--- src/mwce_pkg.sv ---
// Package for the multi-width constant evaluator.
// Holds codes, pipeline types and width helper functions; depends on nothing.
package mwce_pkg;

    typedef enum logic [1:0] {
        ACT_REFUSE = 2'd0,
        ACT_CONST  = 2'd1,
        ACT_JUMP   = 2'd2,
        ACT_DELETE = 2'd3
    } act_t;

    typedef enum logic [1:0] {
        KIND_FIXED = 2'd0,
        KIND_MUL   = 2'd1,
        KIND_DIV   = 2'd2
    } kind_t;

    localparam logic [4:0] F_NOT   = 5'd0;
    localparam logic [4:0] F_NEG   = 5'd1;
    localparam logic [4:0] F_LNOT  = 5'd2;
    localparam logic [4:0] F_PLUS  = 5'd3;
    localparam logic [4:0] F_ADD   = 5'd4;
    localparam logic [4:0] F_SUB   = 5'd5;
    localparam logic [4:0] F_MUL   = 5'd6;
    localparam logic [4:0] F_SDIV  = 5'd7;
    localparam logic [4:0] F_SMOD  = 5'd8;
    localparam logic [4:0] F_UDIV  = 5'd9;
    localparam logic [4:0] F_UMOD  = 5'd10;
    localparam logic [4:0] F_AND   = 5'd11;
    localparam logic [4:0] F_OR    = 5'd12;
    localparam logic [4:0] F_XOR   = 5'd13;
    localparam logic [4:0] F_SHL   = 5'd14;
    localparam logic [4:0] F_SHR   = 5'd15;
    localparam logic [4:0] F_SAR   = 5'd16;
    localparam logic [4:0] F_CMP   = 5'd17;
    localparam logic [4:0] F_TRUNC = 5'd18;
    localparam logic [4:0] F_SEXT  = 5'd19;

    localparam logic [3:0] C_EQ = 4'd0;
    localparam logic [3:0] C_NE = 4'd1;
    localparam logic [3:0] C_GT = 4'd2;
    localparam logic [3:0] C_GE = 4'd3;
    localparam logic [3:0] C_LT = 4'd4;
    localparam logic [3:0] C_LE = 4'd5;
    localparam logic [3:0] C_A  = 4'd6;
    localparam logic [3:0] C_AE = 4'd7;
    localparam logic [3:0] C_B  = 4'd8;
    localparam logic [3:0] C_BE = 4'd9;

    localparam int DIV_STEPS = 64;

    typedef struct packed {
        logic        valid;
        act_t        action;
        kind_t       kind;
        logic        ds;
        logic [3:0]  db;
        logic        sdiv;
        logic        qneg;
        logic        rneg;
        logic        want_rem;
        logic [63:0] res;
    } pipe_t;

    function automatic logic [63:0] mask_of(logic [3:0] bytes);
        logic [63:0] m;
        case (bytes)
            4'd1: m = 64'h0000_0000_0000_00FF;
            4'd2: m = 64'h0000_0000_0000_FFFF;
            4'd3: m = 64'h0000_0000_00FF_FFFF;
            4'd4: m = 64'h0000_0000_FFFF_FFFF;
            4'd5: m = 64'h0000_00FF_FFFF_FFFF;
            4'd6: m = 64'h0000_FFFF_FFFF_FFFF;
            4'd7: m = 64'h00FF_FFFF_FFFF_FFFF;
            default: m = 64'hFFFF_FFFF_FFFF_FFFF;
        endcase
        return m;
    endfunction

    function automatic logic [5:0] top_bit(logic [3:0] bytes);
        return {bytes[2:0], 3'b000} - 6'd1;
    endfunction

    function automatic logic [63:0] sext_of(logic [63:0] v, logic [3:0] bytes);
        logic [63:0] m;
        m = mask_of(bytes);
        return v[top_bit(bytes)] ? (v | ~m) : (v & m);
    endfunction

    function automatic logic [63:0] norm(logic [63:0] v, logic [3:0] bytes, logic sgn);
        return sgn ? sext_of(v, bytes) : (v & mask_of(bytes));
    endfunction

endpackage

--- src/mwce_back.sv ---
// Result stage: applies division signs, normalizes to the destination type, holds the output.
// Depends on mwce_pkg.
module mwce_back
    import mwce_pkg::*;
(
    input  logic        aclk,
    input  logic        aresetn,
    input  pipe_t       ctl_in,
    input  logic [63:0] quot,
    input  logic [63:0] rem,
    input  logic        out_ready,
    output logic        en,
    output logic        out_valid,
    output logic [1:0]  out_action,
    output logic [63:0] out_value
);

    logic        valid_reg;
    logic [1:0]  action_reg;
    logic [63:0] value_reg;
    logic [63:0] res_c, value_c;

    assign en = !valid_reg || out_ready;

    always_comb begin
        if (ctl_in.kind == KIND_DIV) begin
            if (ctl_in.want_rem)
                res_c = ctl_in.rneg ? 64'd0 - rem : rem;
            else
                res_c = ctl_in.qneg ? 64'd0 - quot : quot;
        end else begin
            res_c = ctl_in.res;
        end
        value_c = (ctl_in.action == ACT_CONST) ? norm(res_c, ctl_in.db, ctl_in.ds) : 64'd0;
    end

    always_ff @(posedge aclk) begin
        if (!aresetn) begin
            valid_reg <= 1'b0;
        end else if (en) begin
            valid_reg <= ctl_in.valid;
        end
    end

    always_ff @(posedge aclk) begin
        if (en) begin
            action_reg <= ctl_in.action;
            value_reg  <= value_c;
        end
    end

    assign out_valid  = valid_reg;
    assign out_action = action_reg;
    assign out_value  = value_reg;

endmodule

--- config.mk ---
export PLATFORM = sky130hd
export DESIGN_NAME = mwce_back
export DESIGN_NICKNAME = d
export VERILOG_FILES = /design/src/mwce_pkg.sv /design/src/mwce_back.sv
export SDC_FILE = /design/constraint.sdc
export NUM_CORES = 1
export LEC_CHECK = 0
export BUFFER_PORTS_ARGS = -buffer_cell sky130_fd_sc_hd__buf_2
export CORE_ASPECT_RATIO = 0.6
export CORE_MARGIN = 2
export CORE_UTILIZATION = 46
export DETAILED_ROUTE_END_ITERATION = 12
export PLACE_DENSITY = 0.77
export SETUP_SLACK_MARGIN = 0.15
export SKIP_CTS_REPAIR_TIMING = 1
export SLEW_MARGIN = 10
export SYNTH_ARGS = -nofsm -noshare
export SYNTH_HDL_FRONTEND = slang
export SYNTH_SLANG_ARGS = --single-unit
--- constraint.sdc ---
create_clock -name aclk -period 4 [get_ports aclk]
set_clock_uncertainty 0.15 [all_clocks]
set_input_delay 0.6 -clock aclk [delete_from_list [all_inputs] [get_ports aclk]]
set_output_delay 0.6 -clock aclk [all_outputs]
set_load 0.03 [all_outputs]
* After elaboration in Yosys (flattened, before gate mapping) *
Cells that the tools add are included.

storage, ports and cells
  bits in registers = 67
  latch bits = 0
  bits in writable memories = 0
  ROM bits = 0
  bits of input ports = 209
  output and inout port bits = 68
  logic and storage cells = 30
  memories = 0

operators by class
  add/subtract/negate cells = 3
  multiply operators = 0
  divide/modulo/power cells = 0
  order comparisons = 1
  equal/unequal tests = 9
  shift operators = 0
  muxes and demuxes = 9
  bitwise logic cells = 3
  reduce and logical (&&, ||, !) cells = 2

operators with widths
  kind                     number
  $pmux W64 S7             1
  $mux W64                 6
  $sub A1 B64 Y64 const A  2
  $and A64 B64 Y64         1
  $not A64 Y64             1
  $or A64 B64 Y64          1
  $eq A4 B3 Y1 const B     4
  $eq A4 B2 Y1 const B     2
  $lt A6 B7 Y1 const B     1
  $bmux W1 S6              1
  $sub A6 B1 Y6 const B    1
  $eq A4 B1 Y1 const B     1
  $eq A2 B1 Y1 const B     1
  $eq A2 B2 Y1 const B     1
  $logic_not A1 Y1         1
  $logic_or A1 B1 Y1       1
  $mux W1                  1

* Depth between registers and ports, before layout *
  depth after elaboration = 8
  gate-level depth with buffers = 12
  depth with buffers taken out = 11

* Least setup slack after synthesis *
Ideal clock, no wire load.

  path type = input to register
  start = input port quot[2]
  end = register value_reg[42], in the netlist out_value[42], data pin
  library setup time = 0.270 ns
  data arrival time = 3.442 ns
  data required time = 3.580 ns
  path slack = 0.138 ns
  cell stages on the path = 12
  path buffers = 3
  path through = or4_1 > buf_2 > nor3_1 > nand3_1 > clkbuf_1 > o41a_1 > nor4_1 > mux2i_1 > a211o_1 > nand2_2 > buf_2 > o32ai_2

on the way
  cells in the longest elaborated chain, start to end = 8

ends and longest elaborated chain
  element                        RTL line         source
  start: declaration             mwce_back.sv:9   input logic [63:0] quot,
  $sub A1 B64 Y64                mwce_back.sv:30  res_c = ctl_in.qneg ? 64'd0 - quot : quot;
  $mux W64 *                     mwce_back.sv:30
  $mux W64 *                     mwce_back.sv:27  if (ctl_in.want_rem)
  $mux W64 *                     mwce_back.sv:26  if (ctl_in.kind == KIND_DIV) begin
  $bmux W1 S6                    mwce_pkg.sv:87   return v[top_bit(bytes)] ? (v | ~m) : (v & m);
  $mux W1 (implied by the code)  mwce_pkg.sv:87
  $mux W64                       mwce_pkg.sv:87
  $mux W64 *                     mwce_pkg.sv:91   return sgn ? sext_of(v, bytes) : (v & mask_of(bytes));
  end signal: assignment         mwce_back.sv:48  value_reg <= value_c;
  end: declaration               mwce_back.sv:20  logic [63:0] value_reg;

Every way passes the cells marked *; elsewhere a longest branch is shown, timed or not. The select of a mux whose other input is x is not followed.
A chain may end at the register's enable or synchronous reset.

* Final worst setup path *
Same ends and word-level chain as after synthesis.

==> PnR_summary.wiki <==
{| class="wikitable"
! Metric !! Value
|-
| Later-pin clock latency in the skew report || 0.34 ns
|-
| Violation count after the first detailed-route iteration || 1095
|-
| Post-route DRC violation count || 0
|-
| Global route overflow || 0
|-
| Clock Pin Slew Worst Setup and Hold Paths || 0.06 ns
|-
| Critical path peak fanout || 23
|-
| Net count after synthesis || 1090
|-
| Final estimated routing congestion in global placement || 1.01
|-
| Class of the tightest hold or removal check || in2reg
|-
| Layout Cells excl Fill || 1384
|-
| Post-synthesis cell area || 0.00723 sq mm
|-
| Critical path arrival || 3.76 ns
|-
| End point of the worst hold path || out_action[1]
|-
| Worst-case setup slack after placement || -0.0990 ns
|-
| Setup repair after global routing missed its margin || false
|-
| Cell count after synthesis || 875
|-
| DIE AREA || 0.0168 sq mm
|-
| Final net count || 1385
|-
| Estimated wirelength of the detail-placed design || 24.1 mm
|-
| Number of endpoints with negative hold slack in the final report || 0
|-
| Cell-internal power || 1.66 mW
|-
| Number of flip-flops and latches in the synthesized netlist || 67
|-
| H-tree lvl count || 3
|-
| Remaining antenna violation count after routing || 0
|-
| Leak pwr || 3.84 nW
|-
| Fraction of the cycle the final worst path needs || 0.938
|-
| Layout-stage area growth over the synthesis result || 32.6%
|-
| Post-route minimum period || 3.75 ns
|-
| Most frequent cells in the layout || sky130_fd_sc_hd__buf_2 (275), sky130_fd_sc_hd__a211oi_1 (80), sky130_fd_sc_hd__buf_4 (79), sky130_fd_sc_hd__nand2_1 (73), sky130_fd_sc_hd__edfxtp_1 (66)
|-
| Wire length of the first global-routing pass || 44.8 mm
|-
| Part of the Yosys area used for sequential elements || 0.277
|-
| Reg2reg path depth || 2
|-
| Maximum count of clock buffers along a single path || 2
|-
| Via count of the first global-routing pass || 7721
|-
| Final WS setup || 0.248 ns
|-
| Root buf cell || sky130_fd_sc_hd__clkbuf_16
|-
| Pin count of the biggest net entering global routing || 43
|-
| Max Cap Violations || 0
|-
| Placed cell areas || 0.00923 sq mm
|-
| Power after layout || 2.63 mW
|-
| Syn. warnings || 0
|-
| Type of element capturing the critical path || register
|-
| Areal power density over the cells || 275 mW/mm^2
|-
| Fraction of final layout cells with drive strength greater than 1 || 0.340
|-
| Beginning of the worst hold path || ctl_in[76]
|-
| Worst reg2reg path startpoint || out_valid
|-
| Run status || finished clean
|-
| Post-detailed-route via-to-cell ratio || 6.24
|-
| Total via count after detailed routing || 8631
|-
| Post-detailed-route wirelength per cell || 21.6 um
|-
| CTS tree || yes
|-
| Setup violators final || 0
|-
| Power share of the combinational group || 0.355
|-
| Switching share of total power || 0.370
|-
| Reg2reg setup slack || 2.24 ns
|-
| Peak VDD IR || 0.204 mV
|-
| Clk sinks || 67
|-
| Avg Cell Area, Syn || 8.26 sq um
|-
| Critical path startpoint category || input pin
|-
| Fraction of registers with async set/reset || 0
|-
| Final std cell area, no fill || 0.00958 sq mm
|-
| Starting Density || 0.470
|-
| Antenna violations before repair || 8
|-
| Net switching power of the design || 0.975 mW
|-
| Slew margin rel. || 0.273
|-
| Num ports || 277
|-
| Buffers on Ports || 275
|-
| Clock power share || 0.321
|-
| Main flop type after synthesis || sky130_fd_sc_hd__edfxtp_1
|-
| Vert. Die Dim || 101 um
|-
| Placed cells || 1362
|-
| Cell Rows || 35
|-
| Path type of the worst setup path || in2reg
|-
| Length of the first detailed-routing pass in iterations || 6
|-
| Worst reg2reg endpoint || out_value[20]
|-
| Post-synth EDFFs || 66
|-
| Depth of the worst hold-timing path || 1
|-
| Slew Limit Fails || 0
|-
| Top achievable clock speed || 267 MHz
|-
| Num CTS Buffers || 9
|-
| Total Routing Usage GR || 0.348
|-
| Post-synthesis cell type count || 70
|-
| Sum of routed wire length over all layers || 29.8 mm
|-
| Most common cell after layout, fill and taps aside || sky130_fd_sc_hd__buf_2
|-
| Final total negative setup slack || 0 ns
|-
| Actual slew at the worst max-slew pin || 1.08 ns
|-
| CP required || 4.01 ns
|-
| Placeable Area || 0.0154 sq mm
|-
| Flop pwr share || 0.324
|-
| Chip width || 166 um
|}
worst max path at each step:
stage                         from             to  slack (ns)  depth (start not counted)
final                      quot[2]  out_value[42]        0.25                         11
after global routing       rem[18]  out_value[58]        0.15                         13
after CTS                  quot[2]  out_value[42]        0.25                         12
after detailed placement   quot[2]  out_value[42]        -0.1                         12
after global placement     quot[2]  out_value[56]       -0.04                         12
after floorplan           quot[12]  out_value[42]        0.18                         11
cell usage after synthesis, types with 9 or more instances:
cell type,number,area [sq um]
sky130_fd_sc_hd__nor2_1,56,210
sky130_fd_sc_hd__o31ai_1,42,315
sky130_fd_sc_hd__o41ai_1,24,210
sky130_fd_sc_hd__xor2_1,54,473
sky130_fd_sc_hd__o21ai_0,54,270
sky130_fd_sc_hd__nand4_1,10,62.6
sky130_fd_sc_hd__edfxtp_1,66,1980
sky130_fd_sc_hd__nor4_1,21,131
sky130_fd_sc_hd__mux2i_1,13,130
sky130_fd_sc_hd__nor3_1,15,75.1
sky130_fd_sc_hd__a21oi_1,40,200
sky130_fd_sc_hd__inv_1,9,33.8
sky130_fd_sc_hd__a221oi_1,9,78.8
sky130_fd_sc_hd__a211oi_1,80,601
sky130_fd_sc_hd__clkbuf_1,61,229
sky130_fd_sc_hd__nand2_1,73,274
sky130_fd_sc_hd__or4_1,23,173
sky130_fd_sc_hd__or3_1,29,181
sky130_fd_sc_hd__nand3_1,13,65.1
sky130_fd_sc_hd__o211ai_1,10,75.1
sky130_fd_sc_hd__xnor2_1,59,517
sequential cells by signal, indices dropped and copies added, names as in the netlist:
name	cells
out_valid	1
out_action	2
out_value	64
worst max-delay path, cell delays in order:
cell	delay, ns
sky130_fd_sc_hd__buf_2	0.10
sky130_fd_sc_hd__or4_1	0.56
sky130_fd_sc_hd__or3_1	0.51
sky130_fd_sc_hd__o311ai_1	0.31
sky130_fd_sc_hd__o2111ai_1	0.25
sky130_fd_sc_hd__and4_1	0.22
sky130_fd_sc_hd__o31a_1	0.33
sky130_fd_sc_hd__a2111oi_4	0.26
sky130_fd_sc_hd__nand2_2	0.15
sky130_fd_sc_hd__buf_12	0.18
sky130_fd_sc_hd__o32ai_2	0.27
cells by family (layout without fill, tap and decap cells):
| family | Yosys count | count (layout) | synth area share |
|---|---|---|---|
| muxes | 13 | 13 | 0.0180 |
| xor gates and xnor gates | 113 | 113 | 0.137 |
| other | 0 | 6 | 0 |
| adders and majority gates | 6 | 6 | 0.0104 |
| buffers and inverters | 82 | 382 | 0.0438 |
| and+or+nand+nor | 284 | 284 | 0.206 |
| AOI/OAI and AO/OA | 310 | 310 | 0.308 |
| DFF | 67 | 67 | 0.277 |
layer usage:
metal / global-route usage / share of wire
met1: 0.512 / 0.45
met2: 0.489 / 0.40
met3: 0.128 / 0.14
met4: 0.0595 / 0.012
met5: 0 / 0.00080
cell type report:
cell class	instances	area, sq um
diodes	6	15.0
clock buffers	10	229
clock inverters	6	66.3
fillers	1384	5790
inverters	10	37.5
multi-input cells	726	4970
flip-flops and latches	67	2000
well taps	203	254
repair buffers	356	2010
power by group through the flow:
stage	Combinational (mW)	Clock, mW	Sequential (mW)
6_report	0.935	0.845	0.854
5_1_grt	0.999	0.870	0.860
4_1_cts	0.912	0.846	0.854
3_5_place_dp	0.908	0	0.869
3_3_place_gp	0.899	0	0.868
2_1_floorplan	0.400	0	0.997
stage by stage:
step / util / hold slack (ns)
after floorplan: - / 0.549
after global placement: 0.601 / 0.656
after detailed placement: 0.601 / 0.653
after CTS: 0.620 / 0.302
after global routing: 0.622 / 0.312
final: 0.623 / 0.306
Note: power is estimated with default switching activity, not from simulation.
